<file path="config.mk">
export PLATFORM = sky130hd
export DESIGN_NAME = slsu_ram
export DESIGN_NICKNAME = d
export VERILOG_FILES = /design/src/slsu_ram.sv
export SDC_FILE = /design/constraint.sdc
export NUM_CORES = 1
export LEC_CHECK = 0
export ABC_CLOCK_PERIOD_IN_PS = 1900
export BUFFER_PORTS_ARGS = -buffer_cell sky130_fd_sc_hd__buf_2
export CAP_MARGIN = 20
export CORE_MARGIN = 2
export CORE_UTILIZATION = 60
export CTS_CLUSTER_DIAMETER = 200
export DETAILED_ROUTE_END_ITERATION = 8
export PLACE_DENSITY = 0.9
export SETUP_SLACK_MARGIN = 0.05
export SKIP_CTS_REPAIR_TIMING = 1
export SYNTH_ARGS = -nofsm -noshare
export SYNTH_HDL_FRONTEND = slang
export SYNTH_SLANG_ARGS = --single-unit
</file>
<file path="constraint.sdc">
create_clock -name clk_i -period 1.9 [get_ports clk_i]
set_input_delay 0.095 -clock clk_i [delete_from_list [all_inputs] [get_ports clk_i]]
set_output_delay 0.095 -clock clk_i [all_outputs]
set_load 0.005 [all_outputs]
</file>
<file path="src/slsu_ram.sv">
// ----------------------------------------------------------------------------
// slsu_ram: simple dual-port memory
// One write port and one read port with registered read data.
// ----------------------------------------------------------------------------
module slsu_ram #(
  parameter int unsigned DataW = 8,
  parameter int unsigned Depth = 16
) (
  input  logic                     clk_i,
  input  logic                     we_i,
  input  logic [$clog2(Depth)-1:0] waddr_i,
  input  logic [DataW-1:0]         wdata_i,
  input  logic [$clog2(Depth)-1:0] raddr_i,
  output logic [DataW-1:0]         rdata_o
);

  logic [DataW-1:0] mem_q [Depth];

  always_ff @(posedge clk_i) begin
    if (we_i) begin
      mem_q[waddr_i] <= wdata_i;
    end
    rdata_o <= mem_q[raddr_i];
  end

endmodule

</file>
* Yosys cells after proc, flatten, opt, wreduce, memory -nomap -nowiden *
Memory sizes are Yosys's and may differ from the RTL's. A register that Yosys moved wholly into a read port is not among the register bits.
Index checks and enable logic that the tools add are counted.

cells by class
  muxes and demuxes = 2

operators with widths
  cell               count
  two-way mux 1 bit  2

storage, ports and cells
  logic and storage cells = 3
  memories = 1
  register bits after elaboration = 0
  output and inout port bits = 8
  memory bits (writable) = 128
  bits of input ports = 18

memories
  memory  words  bits a word  rd ports  clocked after Yosys merged registers in  wr ports  line  text
  mem_q   16     8            1         1                                        1         17    logic [DataW-1:0] mem_q [Depth];

* Depth between registers and ports, before layout *
Gate-level depths: netlist (run 1).

  word-level depth = 2
  gate-level depth with buffers = 5
  mapped depth without buffers = 3

* Least setup slack after synthesis (run 1) *
Ideal clock, no wire load.

  kind = in2reg
  start = in waddr_i[2]
  end = mem mem_q[0][0], enable pin
  arrival = 1.205 ns
  setup time = 0.383 ns
  setup slack = 0.312 ns
  buffers on the path = 0
  stages = 2
  cell sequence = or3b_2 > nor3_1

RTL lines
  what             line  text
  start, declared  11    input logic [$clog2(Depth)-1:0] waddr_i,
  end, declared    17

Straight into the memory's write port.

==> results of run 1 <==
==> how the worst max path moves through the flow <==
| stage | startpoint | end | cells past startpoint |
|---|---|---|---|
| 2_1_floorplan | waddr_i[2] | mem_q[0][0] | 2 |
| 6_report | mem_q[9][4] | rdata_o[4] | 3 |
| 4_1_cts | mem_q[9][4] | rdata_o[4] | 3 |
| 5_1_grt | mem_q[9][4] | rdata_o[4] | 3 |
| 3_3_place_gp | raddr_i[0] | rdata_o[4] | 5 |
| 3_5_place_dp | raddr_i[0] | rdata_o[4] | 5 |
==> final cells by class <==
type	count	area, µm²
sequential	136	4000
fill	440	2050
multi-input combinational	83	1060
clock buffer	18	418
timing repair buffer	56	390
clock inverter	14	205
tap	105	131
==> per-layer routing <==
layer	up-vias	wire, µm	global-route usage (%)
li1	1106	-	-
met1	1356	4380	33.0
met2	208	5540	37.2
met3	28	1170	8.38
met4	0	315	11.4
met5	-	0	0
==> layout by cell type (no fill, tap or decap) <==
cell type	count
buf_2	25
clkinv_2	2
buf_12	1
nand3b_1	2
mux4_1	14
buf_4	22
nor3_1	4
clkinv_4	3
edfxtp_1	128
nor2_1	13
clkinvlp_4	1
nand3_1	1
clkbuf_1	1
dfxtp_1	8
and2b_1	1
mux4_2	18
clkbuf_16	16
clkbuf_8	1
nand2b_1	2
clkinv_1	3
and2_1	1
or3b_2	1
bufinv_16	5
a22oi_1	16
nor2b_1	1
nand2_1	9
dlygate4sd3_1	8
==> critical path: cells and delay by family, from the launching register on <==
family	cells	cell delay, ps
compound gates	1	340
flops	1	380
simple gates	1	90
mux	1	520
==> logic make-up (layout without fill, tap and decap cells) <==
logic type | Yosys count | count (layout)
and+or+nand+nor | 35 | 35
buffers and inverters | 10 | 88
muxes | 32 | 32
DFF | 136 | 136
AOI/OAI and AO/OA | 16 | 16
==> report_power, final <==
part	internal [mW]	total, mW	switching (mW)
Clock	2.25	3.46	1.21
Sequential	3.36	3.38	0.0250
Combinational	0.145	0.331	0.186
Total	5.75	7.17	1.42
==> sequential cells by signal (all words and copies together) (netlist names) <==
name,count
rdata_o,8
mem_q,128
==> metrics by stage <==
step	worst slack (ps)	instance area (µm²)	hold slack, ps
2_1_floorplan	312	5150	194
4_1_cts	470	6130	-51.4
5_1_grt	414	6210	149
3_3_place_gp	332	5500	471
6_report	461	6210	157
3_5_place_dp	306	5500	472
==> flow_summary.ini, run 1 <==
[detailed_routing]
first_iter_violations = 430
antenna_left = 0
wl_um = 11400
drcViolationCount = 0
viasPerCell = 6.55
routedWlPerCell_um = 27.7
first_pass_iters = 5
vias = 2698

[timing]
min_period_over_period_pct = 75.7
clock_skew_ps = 7.38
hold_violations = 0
worst_pin_slew_ps = 784
setup_viol = 0
rsz0062_at_grt = no
clock.fmax_mhz = 695
post-route-min-period_ps = 1440
slew_violations = 0
tns_ps = 0
maxSlewHeadroom_pct = 47.6

[synthesis]
yosysMostFrequentCell = edfxtp_1
synthFlopType = edfxtp_1
synth_edf_count = 128
postSynthAreaPerCell_um2 = 22.5
synthSimpleGateAreaFrac_pct = 3.18
async_flop_share_pct = 0
synth_area_um2 = 5150
synth-xor-area-share_pct = 0
ys_seq_area_share_pct = 77.8
synthAdderAreaFrac_pct = 0
syn_nets = 247
yosysTopAreaCell = edfxtp_1
synth_top_family_by_area = multiplexers
synth.area.top_cells = edfxtp_1, mux4_2, mux4_1, dfxtp_1, a22oi_1
synth.distinct_cells = 19
ys_seq_elements = 136
yosys-top-cells-count = edfxtp_1, mux4_2, a22oi_1
synth_compound_gate_area_share_pct = 2.33
synth_top_cell_area_share_pct = 74.7
synthMuxAreaShare_pct = 15.0
ys.warnings.count = 0
synthCells = 229

[floorplanning]
dieHeight_um = 96.6
die_area_um2 = 9340
coreArea_um2 = 8260
die_x_um = 96.6
start_util_pct = 62.3
rows = 33
num_io_pins = 26

[placement]
port_buffers = 25
dp_cells = 372
hpwl_um = 6390
gp_congestion = 0.767

[critical_path]
crit_chain = mux4_1 -> a22oi_1 -> nand2_1
endpoint_kind = flop
r2r_cells = 3
path_class = flop to flop
slowest_stage = mux4_1
slowest_delay_ps = 520
r2r_start = mem_q[9][4]
required_ps = 2300
r2r_slack_ps = 460
r2r_end = rdata_o[4]
critPathArrivalTime_ps = 1840
start_kind = flop
path_max_fanout = 1

[grt]
antenna_found_initial = 0
grt_max_degree = 33
grt-ovfl-total = 0
grt.total_usage_pct = 24.6
grt_pass1_wl_um = 16300
first_global_vias = 2705

[min_path]
min_path_type = input port to flop
hold_start = waddr_i[0]
hold_path_depth = 3
min_to = mem_q[4][3]

[power_and_ir_drop]
peakVddDrop_mv = 0.610
power_mw = 7.17
p_leak_nw = 2.16
powerDensity_nw_per_um2 = 1150

[status]
status = complete, no violations

[finish]
nNetsFinal = 312
area_delta_synth_final_pct = 20.6
finalNonFillerCells = 412
drive_gt1_share_pct = 30.9
diodes = 0
fin_util_pct = 75.2

[clocking]
h-tree-depth = 4
root_buffer = clkbuf_8
cts_tree = built
clock_latency_ps = 520
clockBufferDepth = 2
cts.sinks = 136
clk_pin_slew_ps = 60
cts_buffers = 17

[flow_run]
drv_cap = 0
Power figures use the tool's default switching activity.
==> run 2: changes to the inputs <==
Settings changed: ABC_AREA set to 1, ABC_CLOCK_PERIOD_IN_PS 1900 to 1300, CORE_UTILIZATION 60 to 55, PLACE_DENSITY 0.9 to 0.87.
Clock period 1.9 ns to 1.3 ns, I/O delays scaled along.
==> run 2 against run 1 <==
Net effect:
- wire length increased by 14%
- clock-buffer cell count increased by 10
- total power increased by 38%
- sequential share of layout area decreased by 5.1 points
- global-route usage increased by 0.49 points
- non-clock buffer count increased by 2
- cell area increased by 8.6%
- clock skew about the same
- combinational power increased by 90%
- clock power increased by 25%
- first-iteration DRC count increased by 28%
- via count increased by 51%
- critical endpoint is now rdata_o[0]
- largest cell class unchanged
==> flow_summary.ini, run 2 <==
[critical_path]
path_class = flop to output pin
cp_num_buf_inv = 1
cp.depth = 1
required_ps = 1240
endpoint_kind = output pin
startpoint = rdata_o[0]
crit_chain = buf_2
path_max_fanout = 1
critPathArrivalTime_ps = 1040
r2r_cells = 6
start_kind = flop
crit_family = flip-flops
r2r_slack_ps = 270
slowest_delay_ps = 380
slowest_stage = dfxtp_1
r2r_start = mem_q[10][5]

[synthesis]
synth_area_um2 = 5770
synth.distinct_cells = 12
ys_seq_area_share_pct = 69.4
postSynthAreaPerCell_um2 = 10.5
ys_seq_elements = 136
yosys-top-cells-count = nand2_1, edfxtp_1, inv_1
yosysMostFrequentCell = nand2_1
synth_top_cell_area_share_pct = 66.7
synthCells = 551
async_flop_share_pct = 0
syn_nets = 569
synth_edf_count = 128
yosysTopAreaCell = edfxtp_1
ys.warnings.count = 0
synthFlopType = edfxtp_1
synth.area.top_cells = edfxtp_1, nand2_1, nand3_1, inv_1, dfxtp_1

[detailed_routing]
first_pass_iters = 7
vias = 4063
antenna_left = 0
first_iter_violations = 549
drcViolationCount = 0
viasPerCell = 5.40
routedWlPerCell_um = 17.2
wl_um = 12900

[timing]
rsz0062_at_grt = no
worst_pin_slew_ps = 402
post-route-min-period_ps = 1100
clock_skew_ps = 7.27
hold_violations = 0
slew_violations = 0
min_period_over_period_pct = 84.8
setup_viol = 0
maxSlewHeadroom_pct = 73.2
tns_ps = 0
clock.fmax_mhz = 907

[placement]
dp_cells = 712
gp_congestion = 0.837
place_area_um2 = 6110
hpwl_um = 7720
port_buffers = 25

[grt]
grt-ovfl-total = 0
first_global_vias = 4137
antenna_found_initial = 0
grt.total_usage_pct = 25.1
grt_pass1_wl_um = 20800
grt_max_degree = 65

[finish]
final_common_cell = nand2_1
final_area_um2 = 6740
largest_register_ffs = 128
top_regs = mem_q x128, rdata_o x8
area_delta_synth_final_pct = 16.9
nNetsFinal = 622
layout_common_cells = nand2_1, edfxtp_1, inv_1, nand3_1, buf_2
diodes = 0
drive_gt1_share_pct = 12.2
fillers = 646
regMostFlops = mem_q
finalNonFillerCells = 753

[clocking]
clock_latency_ps = 530
cts_buffers = 17
cts_tree = built
h-tree-depth = 4
cts.sinks = 136
clk_pin_slew_ps = 60
root_buffer = clkbuf_8
clockBufferDepth = 2

[floorplanning]
start_util_pct = 56.4
die_area_um2 = 11300
dieHeight_um = 106
num_io_pins = 26
coreArea_um2 = 10200
die_x_um = 106
rows = 37

[power_and_ir_drop]
peakVddDrop_mv = 1.12
powerDensity_nw_per_um2 = 1470
p_leak_nw = 2.96

[min_path]
min_path_type = input port to flop
hold_path_depth = 6
hold_start = raddr_i[2]

[status]
status = complete, no violations

[flow_run]
drv_cap = 0
## run 2: cell types whose count changed after synthesis, sizes merged, moves of 3 or more
cell and change:
nor3 -4, a22oi -16, buf +17, nand3 +96, clkdlybuf4s25 -3, inv +102, mux4 -32, nor2 +4
nand2 +164
## run 2: logic make-up (layout without fill, tap and decap cells)
family        count (synthesis)  in the layout  synth area share, %
buf+inv                     126            192                 9.52
flops                       136            136                 69.4
simple gates                289            289                 21.0
## run 2: worst register-to-register path, delay by kind of cell, from the launching register on
kind / cells / cell delay [ps]
buffers and inverters: 1 / 70
and+or+nand+nor: 5 / 480
DFF: 1 / 380
## run 2: stage by stage
step / utilization (%) / setup slack (ps) / hold WS [ps] / total power, mW
CTS: 65.0 / 166 / -106 / 9.89
detailed placement: 59.8 / 186 / 446 / 5.62
finish: 65.9 / 197 / 95.5 / 9.89
global route: 65.9 / 147 / 108 / 10.2
floorplan: - / 284 / 164 / 5.37
global placement: 59.8 / 195 / 441 / 5.59
## run 2: worst paths after layout
kind | end
worst min-delay path | rdata_o[3]
worst max-delay path | rdata_o[0]
worst max register to register | rdata_o[5]
worst min register to register | rdata_o[3]
## run 2: layout make-up
cell class	count	area [µm²]	share of cell area (%)
Timing Repair Buffer	58	433	6.42
Inverter	102	383	5.68
Sequential cell	136	4000	59.4
Clock buffer	28	495	7.35
Clock inverter	4	43.8	0.649
Tap cell	136	170	2.52
Multi-Input combinational cell	289	1210	18.0
## run 2: layer usage
layer | vias to the layer above | part of all wire, % | global-route usage (%)
met5 | - | 0 | 0
met4 | 0 | 4.2 | 13.5
met3 | 56 | 10 | 8.46
met2 | 279 | 48 | 39.3
met1 | 1842 | 37 | 30.9
li1 | 1886 | - | -
## run 2: report_power, final
| part | internal, mW | leakage [nW] | switching (mW) | total, mW |
|---|---|---|---|---|
| clock network | 2.73 | 0.265 | 1.60 | 4.32 |
| logic | 0.206 | 1.47 | 0.423 | 0.629 |
| registers | 4.91 | 1.22 | 0.0333 | 4.94 |
==> run 3: changes to the inputs <==
Settings changed: ABC_CLOCK_PERIOD_IN_PS 1300 to 920.
Clock period 1.3 ns to 0.92 ns, I/O delays scaled along.
==> run 3 against run 2 <==
Net effect:
- the run now ends with setup timing left
- combinational power rose by 81%
- global-route usage rose by 1.9 points
- utilization rose by 4.4 points
- flip-flop and latch count did not move
- total power rose by 47%
- clock-buffer cell count fell by 3
- highest routed layer unchanged
==> flow_summary.ini, run 3 (synthesis results as in run 2) <==
[timing]
min_period_over_period_pct = 114
clock.fmax_mhz = 953
post-route-min-period_ps = 1050
worst_pin_slew_ps = 494
hold_violations = 0
maxSlewHeadroom_pct = 67.0
setup_viol = 16
timing.final.ws_setup_ps = -130
rsz0062_at_grt = yes
slew_violations = 0
tns_ps = -1510
clock_skew_ps = 14.6

[floorplanning]
coreArea_um2 = 10200
num_io_pins = 26
rows = 37
die_x_um = 106
die_area_um2 = 11300
dieHeight_um = 106
start_util_pct = 56.4

[status]
status = finished with violations
violations = setup timing

[finish]
final_common_cell = nand2_1
top_regs = mem_q x128, rdata_o x8
regMostFlops = mem_q
diodes = 0
largest_register_ffs = 128
drive_gt1_share_pct = 25.4
layout_common_cells = nand2_1, edfxtp_1, inv_1, nand3_2, nand3_1
area_delta_synth_final_pct = 24.8
final_area_um2 = 7200
nNetsFinal = 630
finalNonFillerCells = 761

[clocking]
clock_latency_ps = 530
clockBufferDepth = 2
h-tree-depth = 4
root_buffer = clkbuf_8
cts_tree = built
clk_pin_slew_ps = 60
cts.sinks = 136
cts_buffers = 17

[detailed_routing]
vias = 4418
wl_um = 15600
routedWlPerCell_um = 20.6
first_iter_violations = 708
viasPerCell = 5.81
antenna_left = 0
first_pass_iters = 5
drcViolationCount = 0

[flow_run]
drv_cap = 0

[grt]
grt_pass1_wl_um = 22200
grt-ovfl-total = 0
grt_max_degree = 25
grt.total_usage_pct = 27.0
first_global_vias = 4159
antenna_found_initial = 0

[critical_path]
path_max_fanout = 1
crit_top_cell = nand3_2
critPathArrivalTime_ps = 1470
slowest_stage = edfxtp_1
required_ps = 1340
start_kind = flop
path_class = flop to flop
endpoint_kind = flop
crit_chain = inv_1 -> nand2_1 -> nand3_2 -> nand3_2 -> nand3_2 -> nand2_1
slowest_delay_ps = 450

[power_and_ir_drop]
powerDensity_nw_per_um2 = 2030
peakVddDrop_mv = 1.16
p_leak_nw = 3.11

[min_path]
min_path_type = input port to flop

[placement]
dp_cells = 720
port_buffers = 25
gp_congestion = 0.959
hpwl_um = 8420
place_area_um2 = 6230
[run 3: cell count changes in the layout (fill, tap and decap cells not counted), moves of 7 or more]
cell | before | now
nand2_2 | 0 | 7
nand3_2 | 0 | 50
nand3_1 | 97 | 45
nand2_1 | 173 | 166
[run 3: metrics by stage]
stage               util, %  hold slack, ps  setup slack [ps]  power [mW]
floorplan                 -             145             -76.8        7.59
global placement       60.9             424              -146        7.95
detailed placement     60.9             421              -195        7.99
CTS                    66.3           -78.1              -161        14.3
global route           70.3            88.7              -184        14.9
finish                 70.3            95.8              -130        14.6
[run 3: path summary, 6_finish.rpt]
check                    start          to  slack [ps]  depth (start not counted)
setup reg to reg   mem_q[0][2]  rdata_o[2]        -130                          6
hold reg to reg   mem_q[12][2]  rdata_o[2]         710                          6
hold / removal      raddr_i[2]  rdata_o[7]         100                          5
setup / recovery   mem_q[0][2]  rdata_o[2]        -130                          6
[run 3: final cells by class]
| class | instances | area, µm² |
|---|---|---|
| multi-input cells | 289 | 1520 |
| repair buffers | 66 | 549 |
| flip-flops and latches | 136 | 4010 |
| well taps | 136 | 170 |
| clock inverters | 7 | 96.3 |
| inverters | 102 | 383 |
| fillers | 580 | 3040 |
| clock buffers | 25 | 464 |
[run 3: power by group]
group,switching (mW),internal (mW)
clock,2.45,4.00
combinational,0.758,0.385
sequential,0.0590,6.94
total,3.27,11.3
[run 3: metal layers]
| layer | routed length, µm | up-vias | track usage, % |
|---|---|---|---|
| met1 | 5480 | 2083 | 34.0 |
| met3 | 1650 | 77 | 6.93 |
| met4 | 904 | 0 | 13.2 |
| li1 | - | 1898 | - |
| met2 | 7600 | 360 | 43.7 |
| met5 | 0 | - | 0 |
[run 3: critical path, delay by kind of cell, from the launching register on]
kind	cells	cell delay, ps
flops	1	450
buf+inv	1	100
simple gates	5	390
